<file path="src/rtl/core/evsp_pkg.sv">
`timescale 1ns / 1ps
// Shared types and codes for the event slot pool core.
// Depends on nothing; imported by event_slot_pool_core.
package evsp_pkg;

  localparam int DEFAULT_SLOT_COUNT = 8;
  localparam int CMD_W    = 2;
  localparam int SLOT_W   = 3;
  localparam int RECORD_W = 64;
  localparam int STATUS_W = 2;

  typedef enum logic [1:0] {
    MARK_EMPTY = 2'd0,
    MARK_READY = 2'd1,
    MARK_BUSY  = 2'd2
  } mark_t;

  typedef enum logic [CMD_W-1:0] {
    CMD_ADD  = 2'd0,
    CMD_TAKE = 2'd1,
    CMD_FREE = 2'd2
  } cmd_t;

  typedef enum logic [STATUS_W-1:0] {
    ST_DONE = 2'd0,
    ST_FULL = 2'd1,
    ST_NONE = 2'd2
  } status_t;

endpackage

</file>
<file path="src/rtl/core/event_slot_pool_core.sv">
`timescale 1ns / 1ps
// Event slot pool: first-fit pool of slots with empty/ready/busy marks.
// Depends on evsp_pkg for mark, command and status codes.
//
//  channel  | ports                                        | handshake
//  ---------+----------------------------------------------+-----------------------------
//  command  | in_cmd, in_slot_index, in_event_record       | start high, busy low
//  result   | out_status, out_result_slot, out_result_record | out_valid, one cycle each
//
// One command word is taken every cycle; busy stays low.
// Each result passes through the input register, then through the priority
// search and mark update into the result register (the record store read
// is registered at the same edge).
// rst_n is synchronous, active low, and clears every mark to empty.
// The receiver cannot stall: each result word is shown for one cycle only.
module event_slot_pool_core
  import evsp_pkg::*;
#(
  parameter int SLOT_COUNT = DEFAULT_SLOT_COUNT
) (
  input  logic                clk,
  input  logic                rst_n,
  input  logic                start,
  output logic                busy,
  input  logic [CMD_W-1:0]    in_cmd,
  input  logic [SLOT_W-1:0]   in_slot_index,
  input  logic [RECORD_W-1:0] in_event_record,
  output logic                out_valid,
  output logic [STATUS_W-1:0] out_status,
  output logic [SLOT_W-1:0]   out_result_slot,
  output logic [RECORD_W-1:0] out_result_record
);

  localparam int IDX_W = (SLOT_COUNT > 1) ? $clog2(SLOT_COUNT) : 1;

  // Input register: holds the accepted command word.
  logic                in_v_r;
  logic [CMD_W-1:0]    in_cmd_r;
  logic [SLOT_W-1:0]   in_slot_r;
  logic [RECORD_W-1:0] in_rec_r;

  // Slot marks live in flops; records in a memory with a registered read.
  mark_t               mark_r   [SLOT_COUNT];
  mark_t               mark_nxt [SLOT_COUNT];
  logic [RECORD_W-1:0] rec_mem  [SLOT_COUNT];

  // Result register.
  logic                out_valid_r;
  status_t             status_r, status_nxt;
  logic [SLOT_W-1:0]   slot_r, slot_nxt;
  logic                hit_r, hit_nxt;
  logic [RECORD_W-1:0] rd_data_r;

  // Priority search results.
  logic                empty_found, ready_found;
  logic [IDX_W-1:0]    empty_idx, ready_idx;
  logic                wr_en;
  logic [SLOT_COUNT-1:0] occupied;

  // Never stall the command side.
  assign busy = 1'b0;

  always_ff @(posedge clk) begin
    if (!rst_n) begin
      in_v_r <= 1'b0;
    end else begin
      in_v_r <= start && !busy;
    end
    if (start && !busy) begin
      in_cmd_r  <= in_cmd;
      in_slot_r <= in_slot_index;
      in_rec_r  <= in_event_record;
    end
  end

  // Lowest empty and lowest ready slot: scan high to low so the lowest wins.
  always_comb begin
    empty_found = 1'b0;
    empty_idx   = '0;
    ready_found = 1'b0;
    ready_idx   = '0;
    for (int i = SLOT_COUNT - 1; i >= 0; i--) begin
      if (mark_r[i] == MARK_EMPTY) begin
        empty_found = 1'b1;
        empty_idx   = IDX_W'(i);
      end
      if (mark_r[i] == MARK_READY) begin
        ready_found = 1'b1;
        ready_idx   = IDX_W'(i);
      end
    end
  end

  // Command decode: mark update and result fields.
  always_comb begin
    mark_nxt   = mark_r;
    status_nxt = ST_DONE;
    slot_nxt   = '0;
    hit_nxt    = 1'b0;
    wr_en      = 1'b0;
    if (in_v_r) begin
      unique case (in_cmd_r)
        CMD_ADD: begin
          if (empty_found) begin
            mark_nxt[empty_idx] = MARK_READY;
            wr_en    = 1'b1;
            slot_nxt = SLOT_W'(empty_idx);
          end else begin
            // Pool full: drop the record, leave the marks alone.
            status_nxt = ST_FULL;
          end
        end
        CMD_TAKE: begin
          if (ready_found) begin
            mark_nxt[ready_idx] = MARK_BUSY;
            slot_nxt = SLOT_W'(ready_idx);
            hit_nxt  = 1'b1;
          end else begin
            status_nxt = ST_NONE;
          end
        end
        CMD_FREE: begin
          // A slot number beyond the pool matches nothing and is ignored.
          for (int i = 0; i < SLOT_COUNT; i++) begin
            if (int'(in_slot_r) == i) begin
              mark_nxt[i] = MARK_EMPTY;
            end
          end
          slot_nxt = in_slot_r;
        end
        default: begin
          // Unused command code: report done, change nothing.
        end
      endcase
    end
  end

  always_ff @(posedge clk) begin
    if (!rst_n) begin
      for (int i = 0; i < SLOT_COUNT; i++) begin
        mark_r[i] <= MARK_EMPTY;
      end
      out_valid_r <= 1'b0;
      hit_r       <= 1'b0;
    end else begin
      mark_r      <= mark_nxt;
      out_valid_r <= in_v_r;
      hit_r       <= hit_nxt;
    end
    status_r <= status_nxt;
    slot_r   <= slot_nxt;
  end

  // Record store: write on a successful add, read the lowest ready slot.
  // A ready slot was written by an earlier add, so the read never sees
  // an unwritten entry when it matters.
  always_ff @(posedge clk) begin
    if (wr_en) begin
      rec_mem[empty_idx] <= in_rec_r;
    end
    rd_data_r <= rec_mem[ready_idx];
  end

  assign out_valid         = out_valid_r;
  assign out_status        = status_r;
  assign out_result_slot   = slot_r;
  assign out_result_record = hit_r ? rd_data_r : '0;

  always_comb begin
    for (int i = 0; i < SLOT_COUNT; i++) begin
      occupied[i] = (mark_r[i] != MARK_EMPTY);
    end
  end

  // Every accepted word yields one result.
  a_one_result: assert property (@(posedge clk) disable iff (!rst_n)
    out_valid == $past(in_v_r))
    else $error("result strobe does not follow the input register");

  // A record is returned only with a completed take.
  a_hit_done: assert property (@(posedge clk) disable iff (!rst_n)
    hit_r |-> (out_valid && out_status == ST_DONE))
    else $error("record returned without a completed take");

  // Occupancy moves by at most one slot per command.
  a_occ_step: assert property (@(posedge clk) disable iff (!rst_n)
    ($countones(occupied) <= $past($countones(occupied)) + 1) &&
    ($countones(occupied) + 1 >= $past($countones(occupied))))
    else $error("occupancy changed by more than one slot");

  // An add decoded with no empty slot is reported as full.
  a_full_real: assert property (@(posedge clk) disable iff (!rst_n)
    (in_v_r && in_cmd_r == CMD_ADD && !empty_found) |=>
    (out_valid && out_status == ST_FULL))
    else $error("full add not reported");

endmodule
</file>
<file path="config.mk">
export PLATFORM = sky130hd
export DESIGN_NAME = event_slot_pool_core
export DESIGN_NICKNAME = d
export VERILOG_FILES = /design/src/rtl/core/evsp_pkg.sv /design/src/rtl/core/event_slot_pool_core.sv
export SDC_FILE = /design/constraint.sdc
export NUM_CORES = 1
export LEC_CHECK = 0
export BUFFER_PORTS_ARGS = -buffer_cell sky130_fd_sc_hd__buf_2
export CAP_MARGIN = 20
export CORE_MARGIN = 2
export CORE_UTILIZATION = 55
export DETAILED_ROUTE_END_ITERATION = 10
export PLACE_DENSITY = 0.81
export REMOVE_ABC_BUFFERS = 1
export SLEW_MARGIN = 10
export SYNTH_ARGS = -nofsm -noshare
export SYNTH_HDL_FRONTEND = slang
export SYNTH_SLANG_ARGS = --single-unit
</file>
<file path="constraint.sdc">
create_clock -name clk -period 10.45 [get_ports clk]
set_input_delay 0.5225 -clock clk [delete_from_list [all_inputs] [get_ports clk]]
set_output_delay 0.5225 -clock clk [all_outputs]
set_load 0.1 [all_outputs]
</file>
* Word level (Yosys, flattened, before mapping) *
Memory sizes are Yosys's and may differ from the RTL's. A register that Yosys moved wholly into a read port is not among the register bits.
Cells that the tools add are included.

cells by class
  order comparisons = 4
  eq/ne operators = 27
  muxes and demuxes = 60
  bitwise operators = 8
  reductions and logical operators = 22

operator list
  operator              number
  $mux W64              1
  $mux W3               18
  $pmux W16 S3          1
  $reduce_and A5 Y1     8
  $mux W16              2
  $mux W1               23
  $mux W2               11
  $ne A2 B2 Y1 const B  10
  $eq A2 B1 Y1 const B  9
  $logic_not A2 Y1      9
  $and A8 B8 Y8         2
  $not A8 Y8            2
  $or A8 B8 Y8          2
  $demux W2 S3          2
  $eq A3 B3 Y1 const B  4
  $pmux W3 S3           1
  $ge A4 B4 Y1 const B  2
  $lt A4 B1 Y1 const B  2
  $not A3 Y4            2
  $eq A3 B2 Y1 const B  2
  $pmux W2 S2           1
  $eq A3 B1 Y1 const B  1
  $logic_not A3 Y1      1
  $reduce_and A3 Y1     1
  other kinds (3)       4

word-level totals
  register bits after elaboration = 93
  RAM bits = 512
  bits of input ports = 72
  output and inout port bits = 71
  logic and storage cells = 138
  memories = 1

memory list
  name     words  bits a word  rd ports  clocked after memory_dff  wr ports  RTL line                    RTL
  rec_mem  8      64           1         1                         1         event_slot_pool_core.sv:45  logic [RECORD_W-1:0] rec_mem [SLOT_COUNT];

* Logic depth before layout (Yosys ltp) *
Gate-level depths: netlist of run 1.

  depth in word-level cells = 18
  depth in mapped cells = 9
  gate-level depth less buffers = 7

* Least setup slack after synthesis of run 1 *
Ideal clock, no wire load.

  path type = reg2reg
  from = register mark_r[10] (netlist bit)
  to = memory rec_mem[6][0], enable pin
  setup time = 565 ps
  arrival = 5361 ps
  slack = 4524 ps
  cell stages (with the launch flop) = 5
  buffers on the path = 0
  path through = dfxtp_1 -> o22ai_1 -> nor2_1 -> a211o_1 -> nor3_1

on the way
  word-level cells in the longest chain between the ends = 9
  elaborated cells on any way between the ends = 12
  those cells by class = mux (11); reduce/logical (1)

RTL lines
  what                           RTL line                     RTL
  from (decl)                    event_slot_pool_core.sv:43   mark_t mark_r [SLOT_COUNT];
  from (signal assigned)         event_slot_pool_core.sv:146  mark_r <= mark_nxt;
  $logic_not A2 Y1 *             event_slot_pool_core.sv:83   if (mark_r[i] == MARK_EMPTY) begin
  $mux W1 (3 in a row)           event_slot_pool_core.sv:83
  $mux W1                        event_slot_pool_core.sv:104  if (empty_found) begin
  $mux W1                        event_slot_pool_core.sv:102  unique case (in_cmd_r)
  $mux W1                        event_slot_pool_core.sv:101  if (in_v_r) begin
  $mux W1                        event_slot_pool_core.sv:158  if (wr_en) begin
  $mux W1 (not written as such)  event_slot_pool_core.sv:159  rec_mem[empty_idx] <= in_rec_r;
  to (decl)                      event_slot_pool_core.sv:45

Every way passes the cells marked *; elsewhere a longest branch is shown, timed or not.

* Worst setup path in the final report of run 1 *
  from = register mark_r[14] (netlist bit)
  to = register rd_data_r[13], read port of rec_mem

on the way
  word-level cells in the longest chain between the ends = 2

RTL lines
  what          RTL line                    RTL
  $eq A2 B1 Y1  event_slot_pool_core.sv:87  if (mark_r[i] == MARK_READY) begin
  $mux W3       event_slot_pool_core.sv:87
  to (decl)     event_slot_pool_core.sv:52  logic [RECORD_W-1:0] rd_data_r;

No other way between the ends.
A chain may end at the register's enable or synchronous reset.

==> results of run 1 <==
==> cell type report <==
type	instances	share of cell area
well taps	592	0.0266
repair buffers	165	0.0323
multi-input cells	738	0.178
inverters	8	0.00108
clock inverters	31	0.00995
flip-flops and latches	669	0.691
clock buffers	84	0.0613
==> sequential cells by signal, indices dropped and copies added, names as in the netlist <==
name and flops:
in_slot_r 3, in_v_r 1, out_status 2, rd_data_r 64, mark_r 16, out_valid 1
in_rec_r 64, hit_r 1, rec_mem 512, out_result_slot 3, in_cmd_r 2
==> metrics by stage <==
| step | hold WS (ns) | power, mW | area, um^2 |
|---|---|---|---|
| 4_1_cts | 0.0407 | 5.30 | 27800 |
| 2_1_floorplan | 0.449 | 3.09 | 24100 |
| 5_1_grt | 0.0511 | 5.41 | 27800 |
| 3_5_place_dp | 0.475 | 3.14 | 25800 |
| 6_report | 0.0738 | 5.28 | 27800 |
| 3_3_place_gp | 0.458 | 3.14 | 25800 |
==> cell families (layout without fill, tap and decap cells) <==
logic type,count (synthesis),in the layout,share of synthesized area
AND/OR/NAND/NOR,287,287,0.0568
multiplexers,72,72,0.0296
AO/OA/AOI/OAI,374,374,0.109
buffers and inverters,89,288,0.0158
other,1,1,0.000153
adder cells (fa/ha/maj),4,4,0.00205
flip-flops,669,669,0.786
==> cell usage in the layout (no fill, tap or decap), types with 19 or more instances in the layout <==
| master | Yosys | layout |
|---|---|---|
| a211o_1 | 54 | 54 |
| a21oi_1 | 65 | 65 |
| a22o_1 | 56 | 55 |
| a22oi_1 | 56 | 55 |
| and2_1 | 71 | 70 |
| buf_2 | 20 | 140 |
| buf_4 | 3 | 23 |
| clkbuf_16 | 0 | 62 |
| dfxtp_1 | 88 | 87 |
| edfxtp_1 | 581 | 581 |
| mux2i_1 | 70 | 70 |
| nand2_1 | 127 | 125 |
| nor2_1 | 26 | 19 |
| nor3_1 | 23 | 19 |
| o21ai_0 | 69 | 69 |
==> routing by layer <==
metal | wire length [um] | vias up | share of wire
met5 | 0 | - | 0
li1 | - | 6118 | -
met4 | 2020 | 0 | 0.036
met2 | 26700 | 748 | 0.48
met1 | 22200 | 6872 | 0.40
met3 | 4660 | 144 | 0.084
==> where the power goes <==
part           switching (mW)  internal, mW
Combinational          0.0512        0.0293
Clock                   0.949          1.24
Sequential             0.0489          2.96
Total                    1.05          4.23
==> worst max-delay path by stage <==
stage,from,endpoint,cells past startpoint
floorplan,mark_r[15],mark_r[9],5
global placement,mark_r[14],rd_data_r[31],8
detailed placement,mark_r[14],rd_data_r[13],8
CTS,mark_r[14],rd_data_r[22],8
global route,mark_r[14],rd_data_r[22],8
finish,mark_r[14],rd_data_r[13],8
==> flow_summary.yaml, run 1 <==
logic_synthesis:
  ys_async_sr_fraction: 0
  yosysMostFrequentCell: "edfxtp_1"
  synth_cells: 1496
  synth_cell_type_count: 58
  synth_edf_count: 581
  avgSynthCellArea_um2: 16.3
  synth_common_cells: "581 x edfxtp_1, 127 x nand2_1, 88 x dfxtp_1"
  ys_seq_area_frac: 0.786
  yosysWarnings: 0
  synth_top_area_share: 0.714
  mappedNetlistArea_um2: 24400
  synth_flop_cell: "edfxtp_1"
  yosys.area.top_type: "edfxtp_1"
  synthTopCellsByArea: "edfxtp_1 71%, dfxtp_1 7.2%, mux2i_1 2.9%"
  synth-seq-cells: 669
floorplan:
  dieArea_um2: 46100
  die_height_um: 215
  core_area_um2: 44000
  rows: 77
  initial_core_util: 0.555
  die_w_um: 215
  io_pins: 143
detailed_routing:
  finalWirelength_um: 55600
  drt-vias-per-instance: 6.07
  ant_nets: 0
  wl_per_cell_um: 24.3
  drt-pass1-iter-count: 5
  drtIter0Drc: 1363
  vias: 13882
  drcViolationCount: 0
layout:
  final_core_util: 0.632
  area_delta_synth_final_pct: 13.8
  drive_above_1_share: 0.170
  multi_input_area_um2: 4940
  ff_latch_area_um2: 19200
  n_antenna_cell: 0
  stdcell_count: 2287
  fillers: 2976
  final_nets: 1719
flow_run:
  maxCapViolations: 0
place:
  dp_hpwl_um: 28200
  dp_worst_setup_slack_ns: 6.77
  gp_congestion: 0.920
  placed_cells: 2170
  io_buffers: 141
setup_path:
  ff2ff_setup_slack_ns: 6.67
  cp-start-kind: "flip-flop"
  r2r_end: "rd_data_r[13]"
  critPathTopFamily: "buffers and inverters"
  cp_slowest_cell: "buf_4"
  crit_type: "reg2reg"
  end_kind: "flip-flop"
  reg2reg_depth: 8
  cp_num_buf_inv: 2
  r2r-start: "mark_r[14]"
  critPathRequiredTime_ns: 10.95
  crit_path_max_fanout: 72
  worstPathCellList: "nor2b_1 -> nor3_1 -> a22oi_2 -> buf_4 -> buf_4 -> mux2i_1 -> o21ai_0 -> a211o_1"
  cp_common_cell: "buf_4"
  slowest_delay_ns: 0.87
  critical_path_arrival_ns: 4.28
global_route:
  met1_usage: 0.324
  gr-usage-all-layers: 0.239
  overflow: 0
  grtUsageMet3: 0.0392
  grt_pass1_wl_um: 83300
  grt_start_max_net_pins: 73
  antenna_found_initial: 1
  grt_pass1_vias: 14100
  grt-busiest-layer: "met2"
  met2_usage: 0.385
clocking:
  clock_latency_ns: 0.62
  cts_made_buffers: 61
  cts_tree: "built"
  cts_root_buf: "clkbuf_16"
  hold_buffers: 0
  post_cts_resized: 0
  clock_sinks: 669
  htree_levels: 2
  post-cts-setup-buffers: 0
  cts_buffer_depth: 3
  cts.clk_slew.worst_paths_ns: 0.06
sta:
  tns_ns: 0
  max_freq_ghz: 0.265
  skew_ns: 0.0152
  final-hold-violation-count: 0
  period_needed_ns: 3.78
  setup_violations: 0
  tightest_slew_ns: 1.14
  period_share: 0.361
  setup_ws_ns: 6.67
  slew_viol_final: 0
  relSlewSlack: 0.241
  rsz0062_at_grt: "no"
worst_hold_path:
  hold_path_class: "in2reg"
  holdPathEnd: "in_rec_r[18]"
  min_from: "in_event_record[18]"
  min_delay_path_depth: 1
power_and_ir_drop:
  ir_drop_mv: 0.145
  p_leak_nw: 10.3
  powerDensity_nw_per_um2: 190
status:
  status: "finished, final reports clean"
(Power assumes the default switching activity.)
==> run 2, diff against run 1 <==
CORE_UTILIZATION = 54   (was 55)
PLACE_DENSITY = 0.83   (was 0.81)
clock period = 3.4 ns   (was 10.45 ns; I/O delays follow)
==> flow_summary.yaml, run 2 (synthesis results as in run 1) <==
sta:
  slew_viol_final: 0
  rsz0062_at_grt: "no"
  period_share: 0.854
  skew_ns: 0.0196
  tightest_slew_ns: 0.941
  period_needed_ns: 2.90
  setup_ws_ns: 0.496
  setup_violations: 0
  final-hold-violation-count: 0
  max_freq_ghz: 0.344
  tns_ns: 0
  relSlewSlack: 0.364
layout:
  final_cell_mix: "581 x edfxtp_1, 140 x buf_2, 125 x nand2_1, 87 x dfxtp_1"
  final_nets: 1799
  area_delta_synth_final_pct: 17.8
  largestRegisters: "rec_mem x512, in_rec_r x64, rd_data_r x64"
  fillers: 2897
  mostFrequentLayoutCell: "edfxtp_1"
  largest_reg_flops: 512
  drive_above_1_share: 0.167
  top_register: "rec_mem"
flow_run:
  maxCapViolations: 0
power_and_ir_drop:
  power.total_mw: 16.4
  ir_drop_mv: 0.472
  powerDensity_nw_per_um2: 568
  p_leak_nw: 10.7
global_route:
  gr-usage-all-layers: 0.240
  grt_pass1_wl_um: 85100
  grt_start_max_net_pins: 67
  overflow: 0
  antenna_found_initial: 0
  grt_pass1_vias: 14465
setup_path:
  crit_type: "reg2reg"
  critPathRequiredTime_ns: 3.93
  end_kind: "flip-flop"
  cp-start-kind: "flip-flop"
  crit_path_max_fanout: 31
  critical_path_arrival_ns: 3.44
  ff2ff_setup_slack_ns: 0.50
place:
  io_buffers: 141
  dp_hpwl_um: 29700
  gp_congestion: 0.886
  dp_worst_setup_slack_ns: 0.609
clocking:
  hold_buffers: 70
  cts.clk_slew.worst_paths_ns: 0.06
  clock_sinks: 669
  cts_made_buffers: 60
  cts_root_buf: "clkbuf_16"
  cts_tree: "built"
  htree_levels: 2
  post-cts-setup-buffers: 0
  clock_latency_ns: 0.60
  post_cts_resized: 0
  cts_buffer_depth: 3
worst_hold_path:
  hold_path_class: "in2reg"
detailed_routing:
  vias: 14281
  routedLengthMet1_um: 22700
  finalWirelength_um: 56700
  drcViolationCount: 0
  drtIter0Drc: 1402
  wl_met2_um: 28000
  wl_met3_um: 4320
  top_layer: "met4"
  drt-vias-per-instance: 6.04
  ant_nets: 0
  wl_per_cell_um: 24.0
  drt-pass1-iter-count: 5
floorplan:
  initial_core_util: 0.550
  die_height_um: 217
  io_pins: 143
  die_w_um: 217
  dieArea_um2: 47000
  core_area_um2: 44400
  rows: 77
status:
  status: "finished, final reports clean"
==> run 2: cell types whose count changed in the layout (fill, tap and decap cells not counted), moves of 2 or more <==
cell	previous run	this run
buf_12	1	15
buf_4	23	21
bufinv_16	4	6
clkbuf_1	15	19
clkinv_1	8	4
clkinv_4	3	0
dlygate4sd3_1	0	70
==> run 2: area by class of cell <==
class	instances	area, um^2	share of cell area
tap	592	741	0.0257
multi-input combinational	738	4940	0.172
inverter	8	30.0	0.00104
clock inverter	24	282	0.00978
timing repair buffer	246	1860	0.0646
clock buffer	88	1720	0.0597
sequential	669	19200	0.667
antenna	1	2.50	0.0000869
==> run 2: metal layers <==
layer  vias up  track usage
met5         -            0
met4         0       0.0911
met3       129       0.0345
met2       752        0.400
met1      7110        0.323
li1       6290            -
==> run 2: stage by stage <==
step / util / area [um^2] / instances / hold WS, ns
global placement: 0.587 / 26100 / 2183 / 0.347
CTS: 0.648 / 28800 / 2365 / 0.177
finish: 0.648 / 28800 / 2366 / 0.179
global route: 0.648 / 28800 / 2365 / 0.192
detailed placement: 0.587 / 26100 / 2183 / 0.348
floorplan: - / 24100 / 1415 / 0.269
==> run 2: critical path: stages (launching register included) <==
cell	delay, ns
dfxtp_1	0.44
nand2b_1	0.26
nand2_2	0.29
o21ba_2	0.57
and2_2	0.60
buf_12	0.30
a22o_1	0.20
a211o_1	0.15
==> run 2: path summary, 6_finish.rpt <==
| check | depth (start not counted) | end | start |
|---|---|---|---|
| setup reg to reg | 7 | rd_data_r[1] | mark_r[15] |
| setup / recovery | 7 | rd_data_r[1] | mark_r[15] |
| hold / removal | 1 | in_rec_r[47] | start |
| hold reg to reg | 1 | rd_data_r[59] | rec_mem[1][59] |
==> run 2: where the power goes <==
part	switching, mW	total [mW]	internal [mW]
clock network	2.84	6.80	3.95
logic	0.174	0.321	0.146
registers	0.150	9.24	9.09
